<file path="config.mk">
export PLATFORM = sky130hd
export DESIGN_NAME = recorded_track_follow_blender_unit_flat
export DESIGN_NICKNAME = d
export VERILOG_FILES = /design/src/rtl/rtfb_pkg.sv /design/src/rtl/rtfb_stream_if.sv /design/src/rtl/rtfb_seq.sv /design/src/rtl/rtfb_dp.sv /design/src/rtl/recorded_track_follow_blender_unit.sv /design/src/flat_wrapper.sv
export VERILOG_INCLUDE_DIRS = /design/src /design/src/rtl
export SDC_FILE = /design/constraint.sdc
export NUM_CORES = 2
export LEC_CHECK = 0
export BUFFER_PORTS_ARGS = -buffer_cell sky130_fd_sc_hd__buf_2
export CORE_AREA = 2 2 352 319
export DETAILED_ROUTE_END_ITERATION = 10
export DIE_AREA = 0 0 354 321
export PLACE_DENSITY = 0.65
export SLEW_MARGIN = 20
export SYNTH_ARGS = -nofsm -noshare
export SYNTH_HDL_FRONTEND = slang
export SYNTH_SLANG_ARGS = --single-unit
</file>
<file path="constraint.sdc">
create_clock -name clk_i -period 14.35 [get_ports clk_i]
set_clock_uncertainty 0.05 [all_clocks]
set_input_delay 1.435 -clock clk_i [delete_from_list [all_inputs] [get_ports clk_i]]
set_output_delay 1.435 -clock clk_i [all_outputs]
set_load 0.01 [all_outputs]
</file>
<file path="src/rtl/recorded_track_follow_blender_unit_defines.svh">
// ----------------------------------------------------------------------------
// recorded track follow blender defines
// assertion macros for the files that check the block's own logic
// ----------------------------------------------------------------------------
`ifndef RECORDED_TRACK_FOLLOW_BLENDER_UNIT_DEFINES_SVH
`define RECORDED_TRACK_FOLLOW_BLENDER_UNIT_DEFINES_SVH

`ifndef SYNTHESIS
// same-cycle implication
`define RTFB_ASSERT_IMPL(lbl, ante, cons, msg) \
  lbl: assert property (@(posedge clk_i) disable iff (!rst_ni) (ante) |-> (cons)) \
    else $error(msg);
// next-cycle implication
`define RTFB_ASSERT_NEXT(lbl, ante, cons, msg) \
  lbl: assert property (@(posedge clk_i) disable iff (!rst_ni) (ante) |=> (cons)) \
    else $error(msg);
`else
`define RTFB_ASSERT_IMPL(lbl, ante, cons, msg)
`define RTFB_ASSERT_NEXT(lbl, ante, cons, msg)
`endif

`endif

</file>
<file path="src/rtl/rtfb_pkg.sv">
// ----------------------------------------------------------------------------
// rtfb_pkg
// types, widths, micro-op codes and the control program of the blender
// ----------------------------------------------------------------------------
package rtfb_pkg;

  // track storage bound and step index width
  localparam int unsigned MAX_STEPS = 1024;
  localparam int unsigned STEP_W    = $clog2(MAX_STEPS);

  // field widths
  localparam int unsigned TICK_W     = 32;
  localparam int unsigned SONIC_W    = 10;
  localparam int unsigned FLAG_W     = 2;
  localparam int unsigned DUTY_W     = 16;
  localparam int unsigned INTERVAL_W = 16;
  localparam int unsigned WEIGHT_W   = 8;
  localparam int unsigned NEXT_W     = 10;

  // configuration port
  localparam int unsigned GAIN_W    = 4;
  localparam int unsigned THRESH_W  = 8;
  localparam int unsigned TLEN_W    = 11;
  localparam int unsigned CFG_IDX_W = 2;
  localparam int unsigned CFG_DAT_W = 11;

  localparam logic [CFG_IDX_W-1:0] CFG_SENSITIVITY_GAIN = 2'd0;
  localparam logic [CFG_IDX_W-1:0] CFG_LANE_THRESHOLD   = 2'd1;
  localparam logic [CFG_IDX_W-1:0] CFG_TRACK_LENGTH     = 2'd2;

  localparam logic [GAIN_W-1:0]   GAIN_RESET   = 4'd2;
  localparam logic [THRESH_W-1:0] THRESH_RESET = 8'd5;
  localparam logic [TLEN_W-1:0]   TLEN_RESET   = 11'd1024;

  // direction codes
  localparam logic [FLAG_W-1:0] DIR_STRAIGHT  = 2'd0;
  localparam logic [FLAG_W-1:0] DIR_RIGHT_ERR = 2'd2;
  localparam logic [FLAG_W-1:0] DIR_LEFT_ERR  = 2'd3;

  typedef struct packed {
    logic                  running;
    logic [TICK_W-1:0]     now_ms;
    logic [SONIC_W-1:0]    dist_left;
    logic [SONIC_W-1:0]    dist_mid;
    logic [SONIC_W-1:0]    dist_right;
    logic [FLAG_W-1:0]     rec_flag;
    logic [DUTY_W-1:0]     rec_speed_left;
    logic [DUTY_W-1:0]     rec_speed_right;
    logic [SONIC_W-1:0]    rec_sonic_left;
    logic [SONIC_W-1:0]    rec_sonic_mid;
    logic [SONIC_W-1:0]    rec_sonic_right;
    logic [INTERVAL_W-1:0] rec_interval;
  } item_t;

  typedef struct packed {
    logic [FLAG_W-1:0]   drive_direction;
    logic [DUTY_W-1:0]   drive_left;
    logic [DUTY_W-1:0]   drive_right;
    logic [WEIGHT_W-1:0] blend_weight;
    logic [NEXT_W-1:0]   next_step;
  } result_t;

  // micro-ops
  localparam int unsigned OP_W = 4;
  localparam logic [OP_W-1:0] OP_FETCH  = 4'd0;
  localparam logic [OP_W-1:0] OP_SMOOTH = 4'd1;
  localparam logic [OP_W-1:0] OP_ERR    = 4'd2;
  localparam logic [OP_W-1:0] OP_DIV3   = 4'd3;
  localparam logic [OP_W-1:0] OP_GAIN   = 4'd4;
  localparam logic [OP_W-1:0] OP_MULA   = 4'd5;
  localparam logic [OP_W-1:0] OP_MACB   = 4'd6;
  localparam logic [OP_W-1:0] OP_DIVE   = 4'd7;
  localparam logic [OP_W-1:0] OP_FIX    = 4'd8;
  localparam logic [OP_W-1:0] OP_IDLE   = 4'd9;
  localparam logic [OP_W-1:0] OP_EMIT   = 4'd10;

  // sequencing conditions
  localparam int unsigned COND_W = 3;
  localparam logic [COND_W-1:0] C_SEQ      = 3'd0;
  localparam logic [COND_W-1:0] C_JUMP     = 3'd1;
  localparam logic [COND_W-1:0] C_WAIT_IN  = 3'd2;
  localparam logic [COND_W-1:0] C_IF_IDLE  = 3'd3;
  localparam logic [COND_W-1:0] C_WAIT_OUT = 3'd4;

  // program addresses
  localparam int unsigned PC_W = 4;
  localparam logic [PC_W-1:0] PC_FETCH  = 4'd0;
  localparam logic [PC_W-1:0] PC_SMOOTH = 4'd1;
  localparam logic [PC_W-1:0] PC_ERR    = 4'd2;
  localparam logic [PC_W-1:0] PC_DIV3   = 4'd3;
  localparam logic [PC_W-1:0] PC_GAIN   = 4'd4;
  localparam logic [PC_W-1:0] PC_MULA   = 4'd5;
  localparam logic [PC_W-1:0] PC_MACB   = 4'd6;
  localparam logic [PC_W-1:0] PC_DIVE   = 4'd7;
  localparam logic [PC_W-1:0] PC_FIX    = 4'd8;
  localparam logic [PC_W-1:0] PC_IDLE   = 4'd9;
  localparam logic [PC_W-1:0] PC_EMIT   = 4'd10;

  typedef struct packed {
    logic [OP_W-1:0]   op;
    logic [COND_W-1:0] cond;
    logic [PC_W-1:0]   target;
  } ctrl_t;

  typedef struct packed {
    logic in_valid;
    logic running;
    logic out_busy;
  } status_t;

  // control store
  function automatic ctrl_t rom_word(input logic [PC_W-1:0] pc);
    ctrl_t w;
    unique case (pc)
      PC_FETCH:  w = '{op: OP_FETCH,  cond: C_WAIT_IN,  target: PC_FETCH};
      PC_SMOOTH: w = '{op: OP_SMOOTH, cond: C_IF_IDLE,  target: PC_IDLE};
      PC_ERR:    w = '{op: OP_ERR,    cond: C_SEQ,      target: PC_FETCH};
      PC_DIV3:   w = '{op: OP_DIV3,   cond: C_SEQ,      target: PC_FETCH};
      PC_GAIN:   w = '{op: OP_GAIN,   cond: C_SEQ,      target: PC_FETCH};
      PC_MULA:   w = '{op: OP_MULA,   cond: C_SEQ,      target: PC_FETCH};
      PC_MACB:   w = '{op: OP_MACB,   cond: C_SEQ,      target: PC_FETCH};
      PC_DIVE:   w = '{op: OP_DIVE,   cond: C_SEQ,      target: PC_FETCH};
      PC_FIX:    w = '{op: OP_FIX,    cond: C_JUMP,     target: PC_EMIT};
      PC_IDLE:   w = '{op: OP_IDLE,   cond: C_SEQ,      target: PC_FETCH};
      PC_EMIT:   w = '{op: OP_EMIT,   cond: C_WAIT_OUT, target: PC_FETCH};
      default:   w = '{op: OP_FETCH,  cond: C_JUMP,     target: PC_FETCH};
    endcase
    return w;
  endfunction

endpackage

</file>
<file path="src/rtl/rtfb_stream_if.sv">
// ----------------------------------------------------------------------------
// rtfb stream interfaces
// valid/ready channels carrying input words and result words
// ----------------------------------------------------------------------------
interface rtfb_item_if;
  rtfb_pkg::item_t data;
  logic            valid;
  logic            ready;

  modport source (output valid, output data, input ready);
  modport sink   (input valid, input data, output ready);
endinterface

interface rtfb_result_if;
  rtfb_pkg::result_t data;
  logic              valid;
  logic              ready;

  modport source (output valid, output data, input ready);
  modport sink   (input valid, input data, output ready);
endinterface

</file>
<file path="src/rtl/rtfb_seq.sv">
// ----------------------------------------------------------------------------
// rtfb_seq
// step counter and control store, emits one control word per cycle
// ----------------------------------------------------------------------------
module rtfb_seq (
  input  logic              clk_i,
  input  logic              rst_ni,
  input  rtfb_pkg::status_t status_i,
  output rtfb_pkg::ctrl_t   ctrl_o
);
  import rtfb_pkg::*;

  logic [PC_W-1:0] step_q, step_d, pc_inc;
  ctrl_t           ctrl;

  always_comb begin
    ctrl   = rom_word(step_q);
    pc_inc = step_q + PC_W'(1);
    unique case (ctrl.cond)
      C_SEQ:      step_d = pc_inc;
      C_JUMP:     step_d = ctrl.target;
      C_WAIT_IN:  step_d = status_i.in_valid ? pc_inc : step_q;
      C_IF_IDLE:  step_d = status_i.running ? pc_inc : ctrl.target;
      C_WAIT_OUT: step_d = status_i.out_busy ? step_q : ctrl.target;
      default:    step_d = PC_FETCH;
    endcase
  end

  always_ff @(posedge clk_i or negedge rst_ni) begin
    if (!rst_ni) begin
      step_q <= PC_FETCH;
    end else begin
      step_q <= step_d;
    end
  end

  assign ctrl_o = ctrl;

endmodule

</file>
<file path="src/rtl/rtfb_dp.sv">
// ----------------------------------------------------------------------------
// rtfb_dp
// datapath: filters, error and weight unit, two duty lanes, step timer
// ----------------------------------------------------------------------------
module rtfb_dp (
  input  logic                           clk_i,
  input  logic                           rst_ni,
  input  logic                           cfg_we_i,
  input  logic [rtfb_pkg::CFG_IDX_W-1:0] cfg_idx_i,
  input  logic [rtfb_pkg::CFG_DAT_W-1:0] cfg_wdata_i,
  input  rtfb_pkg::ctrl_t                ctrl_i,
  input  logic                           item_valid_i,
  input  rtfb_pkg::item_t                item_i,
  output logic                           running_o,
  output rtfb_pkg::result_t              result_o
);
  import rtfb_pkg::*;

  localparam int unsigned LANES  = 2;
  localparam int unsigned ACC_W  = 24;
  localparam int unsigned SUM_W  = SONIC_W + 2;
  localparam int unsigned QUOT_W = SONIC_W;
  localparam int unsigned GP_W   = QUOT_W + GAIN_W;
  localparam logic [SUM_W-1:0]    DIV3_MUL   = 12'd2731;
  localparam int unsigned         DIV3_SHIFT = 13;
  localparam logic [WEIGHT_W-1:0] WEIGHT_MAX = 8'd255;

  function automatic logic [SONIC_W-1:0] smooth8(input logic [SONIC_W-1:0] y,
                                                 input logic [SONIC_W-1:0] x);
    logic [SONIC_W:0] diff;
    if (x >= y) begin
      diff = {1'b0, x} - {1'b0, y};
      return y + SONIC_W'(diff >> 3);
    end
    diff = {1'b0, y} - {1'b0, x} + (SONIC_W + 1)'(7);
    return y - SONIC_W'(diff >> 3);
  endfunction

  function automatic logic [SONIC_W-1:0] absdiff(input logic [SONIC_W-1:0] a,
                                                 input logic [SONIC_W-1:0] b);
    return (a >= b) ? (a - b) : (b - a);
  endfunction

  // configuration
  logic [GAIN_W-1:0]   gain_q;
  logic [THRESH_W-1:0] thresh_q;
  logic [TLEN_W-1:0]   tlen_q;

  // architectural state
  logic [SONIC_W-1:0] smooth_l_q, smooth_m_q, smooth_r_q;
  logic [STEP_W-1:0]  idx_q;
  logic [TICK_W-1:0]  start_q;
  logic [DUTY_W-1:0]  last_q [LANES];

  // working registers
  item_t               item_q;
  logic [SUM_W-1:0]    sum_q;
  logic [FLAG_W-1:0]   dir_q;
  logic [QUOT_W-1:0]   quot3_q;
  logic [WEIGHT_W-1:0] weight_q;
  logic [ACC_W-1:0]    acc_q [LANES];
  logic [DUTY_W-1:0]   qe_q  [LANES];
  logic [DUTY_W-1:0]   res_q [LANES];

  // combinational
  logic [SONIC_W-1:0]  el_c, em_c, er_c;
  logic [SUM_W-1:0]    sum_c;
  logic [FLAG_W-1:0]   dir_c;
  logic [2*SUM_W-1:0]  div3_prod;
  logic [GP_W-1:0]     gain_prod;
  logic [WEIGHT_W-1:0] weight_c;
  logic [DUTY_W-1:0]   speed_c  [LANES];
  logic [ACC_W-1:0]    mul_a_c  [LANES];
  logic [ACC_W-1:0]    mul_b_c  [LANES];
  logic [ACC_W:0]      dsum_c   [LANES];
  logic [ACC_W-1:0]    rem_c    [LANES];
  logic [DUTY_W-1:0]   fix_c    [LANES];
  logic [TICK_W-1:0]   elapsed_c;
  logic                advance_c;
  logic [TLEN_W-1:0]   bound_c;
  logic [STEP_W:0]     idx_inc_c;
  logic [STEP_W-1:0]   idx_next_c;

  always_comb begin
    el_c  = absdiff(smooth_l_q, item_q.rec_sonic_left);
    em_c  = absdiff(smooth_m_q, item_q.rec_sonic_mid);
    er_c  = absdiff(smooth_r_q, item_q.rec_sonic_right);
    sum_c = SUM_W'(el_c) + SUM_W'(em_c) + SUM_W'(er_c);

    dir_c = item_q.rec_flag;
    if (item_q.rec_flag == DIR_STRAIGHT) begin
      if (el_c > SONIC_W'(thresh_q))      dir_c = DIR_LEFT_ERR;
      else if (er_c > SONIC_W'(thresh_q)) dir_c = DIR_RIGHT_ERR;
      else                                dir_c = DIR_STRAIGHT;
    end

    // divide by three through a reciprocal, exact for the sum's range
    div3_prod = (2*SUM_W)'(sum_q) * (2*SUM_W)'(DIV3_MUL);
    gain_prod = GP_W'(quot3_q) * GP_W'(gain_q);
    weight_c  = (gain_prod > GP_W'(WEIGHT_MAX)) ? WEIGHT_MAX : WEIGHT_W'(gain_prod);

    speed_c[0] = item_q.rec_speed_left;
    speed_c[1] = item_q.rec_speed_right;
    for (int k = 0; k < LANES; k++) begin
      mul_a_c[k] = ACC_W'(weight_q) * ACC_W'(last_q[k]);
      mul_b_c[k] = ACC_W'(WEIGHT_MAX - weight_q) * ACC_W'(speed_c[k]);
      // x/255 estimate, low by at most one
      dsum_c[k]  = (ACC_W + 1)'(acc_q[k]) + (ACC_W + 1)'(acc_q[k] >> 8)
                 + (ACC_W + 1)'(acc_q[k] >> 16);
      rem_c[k]   = acc_q[k] - ((ACC_W'(qe_q[k]) << 8) - ACC_W'(qe_q[k]));
      fix_c[k]   = qe_q[k] + DUTY_W'(rem_c[k] >= ACC_W'(WEIGHT_MAX));
    end

    elapsed_c  = item_q.now_ms - start_q;
    advance_c  = elapsed_c > TICK_W'(item_q.rec_interval);
    bound_c    = (tlen_q > TLEN_W'(MAX_STEPS)) ? TLEN_W'(MAX_STEPS) : tlen_q;
    idx_inc_c  = {1'b0, idx_q} + (STEP_W + 1)'(1);
    idx_next_c = (TLEN_W'(idx_inc_c) >= bound_c) ? '0 : idx_inc_c[STEP_W-1:0];
  end

  // configuration and block state
  always_ff @(posedge clk_i or negedge rst_ni) begin
    if (!rst_ni) begin
      gain_q     <= GAIN_RESET;
      thresh_q   <= THRESH_RESET;
      tlen_q     <= TLEN_RESET;
      smooth_l_q <= '0;
      smooth_m_q <= '0;
      smooth_r_q <= '0;
      idx_q      <= '0;
      start_q    <= '0;
      for (int k = 0; k < LANES; k++) last_q[k] <= '0;
    end else begin
      if (cfg_we_i) begin
        unique case (cfg_idx_i)
          CFG_SENSITIVITY_GAIN: gain_q   <= cfg_wdata_i[GAIN_W-1:0];
          CFG_LANE_THRESHOLD:   thresh_q <= cfg_wdata_i[THRESH_W-1:0];
          CFG_TRACK_LENGTH:     tlen_q   <= cfg_wdata_i[TLEN_W-1:0];
          default: ;
        endcase
      end
      unique case (ctrl_i.op)
        OP_SMOOTH: begin
          // a zero start tick counts as unset
          if (start_q == '0) start_q <= item_q.now_ms;
          if (item_q.running) begin
            smooth_l_q <= smooth8(smooth_l_q, item_q.dist_left);
            smooth_m_q <= smooth8(smooth_m_q, item_q.dist_mid);
            smooth_r_q <= smooth8(smooth_r_q, item_q.dist_right);
          end
        end
        OP_FIX: begin
          for (int k = 0; k < LANES; k++) last_q[k] <= fix_c[k];
          if (advance_c) begin
            idx_q   <= idx_next_c;
            start_q <= item_q.now_ms;
          end
        end
        OP_IDLE: begin
          for (int k = 0; k < LANES; k++) last_q[k] <= '0;
          start_q <= item_q.now_ms;
        end
        default: ;
      endcase
    end
  end

  // working registers
  always_ff @(posedge clk_i) begin
    unique case (ctrl_i.op)
      OP_FETCH: if (item_valid_i) item_q <= item_i;
      OP_ERR: begin
        sum_q <= sum_c;
        dir_q <= dir_c;
      end
      OP_DIV3: quot3_q  <= QUOT_W'(div3_prod >> DIV3_SHIFT);
      OP_GAIN: weight_q <= weight_c;
      OP_MULA: for (int k = 0; k < LANES; k++) acc_q[k] <= mul_a_c[k];
      OP_MACB: for (int k = 0; k < LANES; k++) acc_q[k] <= acc_q[k] + mul_b_c[k];
      OP_DIVE: for (int k = 0; k < LANES; k++) qe_q[k] <= dsum_c[k][DUTY_W+7:8];
      OP_FIX:  for (int k = 0; k < LANES; k++) res_q[k] <= fix_c[k];
      OP_IDLE: begin
        for (int k = 0; k < LANES; k++) res_q[k] <= '0;
        weight_q <= '0;
        dir_q    <= DIR_STRAIGHT;
      end
      default: ;
    endcase
  end

  assign running_o = item_q.running;

  always_comb begin
    result_o.drive_direction = dir_q;
    result_o.drive_left      = res_q[0];
    result_o.drive_right     = res_q[1];
    result_o.blend_weight    = weight_q;
    result_o.next_step       = NEXT_W'(idx_q);
  end

endmodule

</file>
<file path="src/rtl/recorded_track_follow_blender_unit.sv">
// ----------------------------------------------------------------------------
// recorded_track_follow_blender_unit
// follows a recorded track, blending recorded duties with the last duties
//
// item_i carries one input word per control tick: running flag, tick time,
// three raw distances and the record of the current step. result_o returns
// one result word per input word, in order. cfg_we_i writes a register at
// cfg_idx_i with no wait: 0 sensitivity gain, 1 lane threshold, 2 track
// length; write only while the block is idle.
// a microcoded sequencer walks an eleven-step program over a shared
// datapath. a running word goes through fetch, smooth, error, divide,
// gain, multiply, accumulate, estimate, fix and emit into the result
// register; a stopped word goes through fetch, smooth, zero and emit,
// as the program jumps straight to the zeroing step; one word at a time.
// after reset the filters, duties, step index and start tick are zero and
// the registers hold their reset values. a stalled receiver holds the
// result register; the next word is still taken and worked on, and waits
// at the emit step until the register frees.
// ----------------------------------------------------------------------------
`include "recorded_track_follow_blender_unit_defines.svh"

module recorded_track_follow_blender_unit (
  input  logic                           clk_i,
  input  logic                           rst_ni,
  input  logic                           cfg_we_i,
  input  logic [rtfb_pkg::CFG_IDX_W-1:0] cfg_idx_i,
  input  logic [rtfb_pkg::CFG_DAT_W-1:0] cfg_wdata_i,
  rtfb_item_if.sink                      item_i,
  rtfb_result_if.source                  result_o
);
  import rtfb_pkg::*;

  ctrl_t   ctrl;
  status_t status;
  result_t dp_result;
  logic    dp_running;

  // output register parts the sequencer from the receiver
  result_t out_data_q;
  logic    out_valid_q;
  logic    out_load;

  // input word is taken only at the fetch step
  assign item_i.ready = (ctrl.op == OP_FETCH);

  assign out_load = (ctrl.op == OP_EMIT) && (!out_valid_q || result_o.ready);

  always_comb begin
    status.in_valid = item_i.valid;
    status.running  = dp_running;
    status.out_busy = out_valid_q && !result_o.ready;
  end

  rtfb_seq u_seq (
    .clk_i    (clk_i),
    .rst_ni   (rst_ni),
    .status_i (status),
    .ctrl_o   (ctrl)
  );

  rtfb_dp u_dp (
    .clk_i        (clk_i),
    .rst_ni       (rst_ni),
    .cfg_we_i     (cfg_we_i),
    .cfg_idx_i    (cfg_idx_i),
    .cfg_wdata_i  (cfg_wdata_i),
    .ctrl_i       (ctrl),
    .item_valid_i (item_i.valid),
    .item_i       (item_i.data),
    .running_o    (dp_running),
    .result_o     (dp_result)
  );

  always_ff @(posedge clk_i or negedge rst_ni) begin
    if (!rst_ni) begin
      out_valid_q <= 1'b0;
    end else if (out_load) begin
      out_valid_q <= 1'b1;
    end else if (result_o.ready) begin
      out_valid_q <= 1'b0;
    end
  end

  always_ff @(posedge clk_i) begin
    if (out_load) out_data_q <= dp_result;
  end

  assign result_o.valid = out_valid_q;
  assign result_o.data  = out_data_q;

  // an accepted word always starts the filter step next
  `RTFB_ASSERT_NEXT(a_fetch_then_smooth, item_i.valid && item_i.ready, ctrl.op == OP_SMOOTH, "fetch not followed by smooth step")
  // no second word is taken right behind the first
  `RTFB_ASSERT_NEXT(a_single_fetch, item_i.valid && item_i.ready, !item_i.ready, "back-to-back fetch")
  // a new result only appears out of the emit step
  `RTFB_ASSERT_IMPL(a_valid_from_emit, $rose(out_valid_q), $past(ctrl.op == OP_EMIT), "result valid without emit")
  // a stopped word yields zero weight and zero duties
  `RTFB_ASSERT_NEXT(a_idle_zero, out_load && !dp_running, out_data_q.blend_weight == '0 && out_data_q.drive_left == '0 && out_data_q.drive_right == '0, "stopped word gave nonzero result")

endmodule

</file>
<file path="src/flat_wrapper.sv">
// flat-port wrapper written by rule: the top's interface ports become plain ports
module recorded_track_follow_blender_unit_flat import rtfb_pkg::*;
  (clk_i, rst_ni, cfg_we_i, cfg_idx_i, cfg_wdata_i, item_i_valid, item_i_data, item_i_ready, result_o_valid, result_o_data, result_o_ready);
  rtfb_item_if item_i_i ();
  rtfb_result_if result_o_i ();
  input  logic clk_i;
  input  logic rst_ni;
  input  logic cfg_we_i;
  input  logic [rtfb_pkg::CFG_IDX_W-1:0] cfg_idx_i;
  input  logic [rtfb_pkg::CFG_DAT_W-1:0] cfg_wdata_i;
  input wire logic [$bits(item_i_i.valid)-1:0] item_i_valid;
  input wire logic [$bits(item_i_i.data)-1:0] item_i_data;
  output wire logic [$bits(item_i_i.ready)-1:0] item_i_ready;
  output wire logic [$bits(result_o_i.valid)-1:0] result_o_valid;
  output wire logic [$bits(result_o_i.data)-1:0] result_o_data;
  input wire logic [$bits(result_o_i.ready)-1:0] result_o_ready;
  assign item_i_i.valid = item_i_valid;
  assign item_i_i.data = item_i_data;
  assign item_i_ready = item_i_i.ready;
  assign result_o_valid = result_o_i.valid;
  assign result_o_data = result_o_i.data;
  assign result_o_i.ready = result_o_ready;
  recorded_track_follow_blender_unit u_core (.clk_i(clk_i), .rst_ni(rst_ni), .cfg_we_i(cfg_we_i), .cfg_idx_i(cfg_idx_i), .cfg_wdata_i(cfg_wdata_i), .item_i(item_i_i), .result_o(result_o_i));
endmodule
</file>
==> impl_metrics.py <==
metrics = {
    "run_status": {
        "status": "completed",
    },
    "sta": {
        "tightest_slew_ps": 1080,
        "rsz0062_at_grt": "no",
        "slew-limit-headroom_pct": 27.8,
        "fin_crit_sh_pct": 48.7,
        "setup_violations": 0,
        "setup_tns_ps": 0,
        "finalMaxSlewViolations": 0,
        "fmax_mhz": 143,
        "period_needed_ps": 6980,
        "hold_viol_final": 0,
        "hold_ws_ps": 367,
    },
    "route": {
        "dr.pass1.iters": 7,
        "dr.first_iter.drc_count": 2294,
        "wl_um": 127000,
        "wl_per_cell_um": 17.4,
        "ant_nets": 0,
        "vias": 38600,
        "via_per_inst": 5.31,
        "drc_errors": 0,
    },
    "yosys": {
        "synthTopCellsByCount": "inv_1 (1,018), ha_1 (721), fa_1 (484)",
        "async_reset_ff_share_pct": 28.0,
        "seq_area_frac_synth_pct": 25.2,
        "synth_cell_types": 99,
        "ys_ff_latch": 471,
        "syn_area_mm2": 0.0534,
        "synth_warnings": 0,
        "ys.flop_type": "edfxtp_1",
        "syn-num-nets": 6928,
        "synth_area_leaders": "edfxtp_1 (19%), fa_1 (18%), ha_1 (17%), inv_1 (7.1%), dfrtp_1 (6.0%)",
        "syn_area_per_cell_um2": 9.61,
        "synth_top_area_share_pct": 19.0,
        "synth_edf_count": 339,
        "synthCells": 5562,
        "yosysTopAreaCell": "edfxtp_1",
        "synth_most_common_cell": "inv_1",
    },
    "clock_network": {
        "cts_sinks": 471,
        "cts_made_buffers": 56,
        "ctsHoldBuffers": 0,
        "clkLatencyLatePin_ps": 660,
        "post_cts_resized": 0,
        "h-tree-depth": 2,
        "cts_tree": "built",
        "cts-root-buf": "clkbuf_16",
        "clk_pin_slew_ps": 60,
        "cts_setup_buffers": 0,
        "clockBufferDepth": 3,
    },
    "layout": {
        "drive_gt1_share_pct": 8.16,
        "seqCellArea_mm2": 0.0135,
        "area_growth_pct": 8.63,
        "fillers": 10100,
        "diodes": 0,
        "fin_nets": 7102,
        "multi_input_area_mm2": 0.0357,
    },
    "worst_setup_path": {
        "reg2reg_from": "u_core.u_dp.weight_q[1]$_SDFFCE_PP0P_",
        "crit_fanout": 37,
        "cp-end-kind": "register",
        "cp_data_arrival_time_ps": 7320,
        "cp.required_ps": 14690,
        "start_kind": "register",
        "crit_path_start": "u_core.u_dp.weight_q[1]$_SDFFCE_PP0P_",
        "crit_type": "reg2reg",
    },
    "floorplan": {
        "core_mm2": 0.110,
        "initial_core_util_pct": 48.5,
        "num_rows": 116,
        "die_area_mm2": 0.114,
        "io_pins": 215,
        "die_x_um": 354,
        "die_y_um": 321,
    },
    "global_routing": {
        "grt_pass1_vias": 39400,
        "grt_max_degree": 80,
        "grt_overflow": 0,
        "grt_pass1_wl_um": 208000,
        "grt_use_total_pct": 22.7,
        "antenna_found_initial": 0,
    },
    "job": {
        "cap_viol_max_count": 0,
    },
    "placed_design": {
        "dp_hpwl_um": 100000,
        "gp_congestion": 0.898,
        "io_buffers": 214,
    },
    "min_path": {
        "hold_class": "reg2reg",
        "worstHoldStart": "u_core.u_dp.res_q[0][4]$_SDFFCE_PP0P_",
    },
}
==> metrics by stage <==
step	utilization [%]	setup slack [ps]	cell area [um2]	std cells
final	52.6	7370	58100	7259
after global routing	52.6	6890	58100	7259
after CTS	52.6	7380	58000	7258
after detailed placement	50.9	7400	56100	7152
after global placement	50.8	7460	56100	7152
after floorplan	-	8040	53400	5562
==> cells in the final DEF (no fill, tap or decap), types with 71 or more instances in the layout <==
cell      count
dfrtp_1     128
a21o_1       71
fa_1        484
xor2_1       99
nor2b_1     196
a21oi_1     243
inv_1      1017
mux2_2       74
xnor2_1     189
nand2_1     416
edfxtp_1    339
nand2b_1    144
nor2_1      212
buf_2       213
o21ai_0     204
and2_1      173
ha_1        721
==> logic make-up after synthesis <==
family	after synthesis	synth area share [%]
AND/OR/NAND/NOR	1458	14.0
flip-flops	471	25.2
buffers and inverters	1145	8.18
adder cells (fa/ha/maj)	1206	35.0
AO/OA/AOI/OAI	892	10.7
XOR/XNOR	288	4.72
multiplexers	102	2.09
==> path summary, 6_finish.rpt <==
path,to,slack [ps],cells after the start
setup reg to reg,u_core.u_dp.acc_q[0][23]$_DFFE_PP_,7370,23
hold / removal,result_o_data[38]$_DFFE_PP_,370,0
hold reg to reg,result_o_data[38]$_DFFE_PP_,370,0
setup / recovery,u_core.u_dp.acc_q[0][23]$_DFFE_PP_,7370,23
max in group asynchronous,u_core.u_dp.start_q[30]$_DFFE_PN0P_,12040,2
min in group asynchronous,u_core.u_dp.smooth_l_q[0]$_DFFE_PN0P_,750,1
==> routing by layer <==
| metal | global-route usage (%) | wire, um | up-vias |
|---|---|---|---|
| met4 | 4.92 | 2390 | 0 |
| met5 | 0 | 0 | - |
| met1 | 32.1 | 60200 | 18900 |
| met2 | 37.9 | 59000 | 708 |
| met3 | 2.36 | 5040 | 131 |
| li1 | - | - | 18800 |
==> flip-flops by register name, indices dropped and copies added (netlist names), 20 cells and up <==
name,cells
u_core.u_dp.item_q,142
u_core.u_dp.acc_q,48
result_o_data,32
u_core.u_dp.last_q,32
u_core.u_dp.qe_q,32
u_core.u_dp.res_q,32
u_core.u_dp.start_q,32
u_core.result_o.data,20
==> critical path: stages, from the launching register on <==
cell and delay (ps):
edfxtp_1 330, buf_4 350, buf_4 440, nor2b_1 130
fa_1 490, ha_1 230, fa_1 530, inv_1 50
fa_1 470, inv_1 60, fa_1 530, inv_1 60
fa_1 530, inv_1 40, ha_1 330, a21o_1 190
a21oi_1 220, a21boi_0 410, o21ai_0 240, o41a_1 380
a41oi_1 280, a21oi_1 120, xnor2_1 150, a21oi_1 80
==> final cells by class <==
| type | count | share of cell area [%] |
|---|---|---|
| inverter | 1019 | 6.59 |
| timing repair buffer | 242 | 2.24 |
| tap | 1475 | 3.18 |
| multi-input combinational | 3946 | 61.4 |
| clock inverter | 39 | 0.664 |
| sequential | 471 | 23.2 |
| clock buffer | 67 | 2.69 |
Power is left out: the tool's default activity adds up to more than one toggle a clock period on the data nets, which glitch-free logic cannot reach.
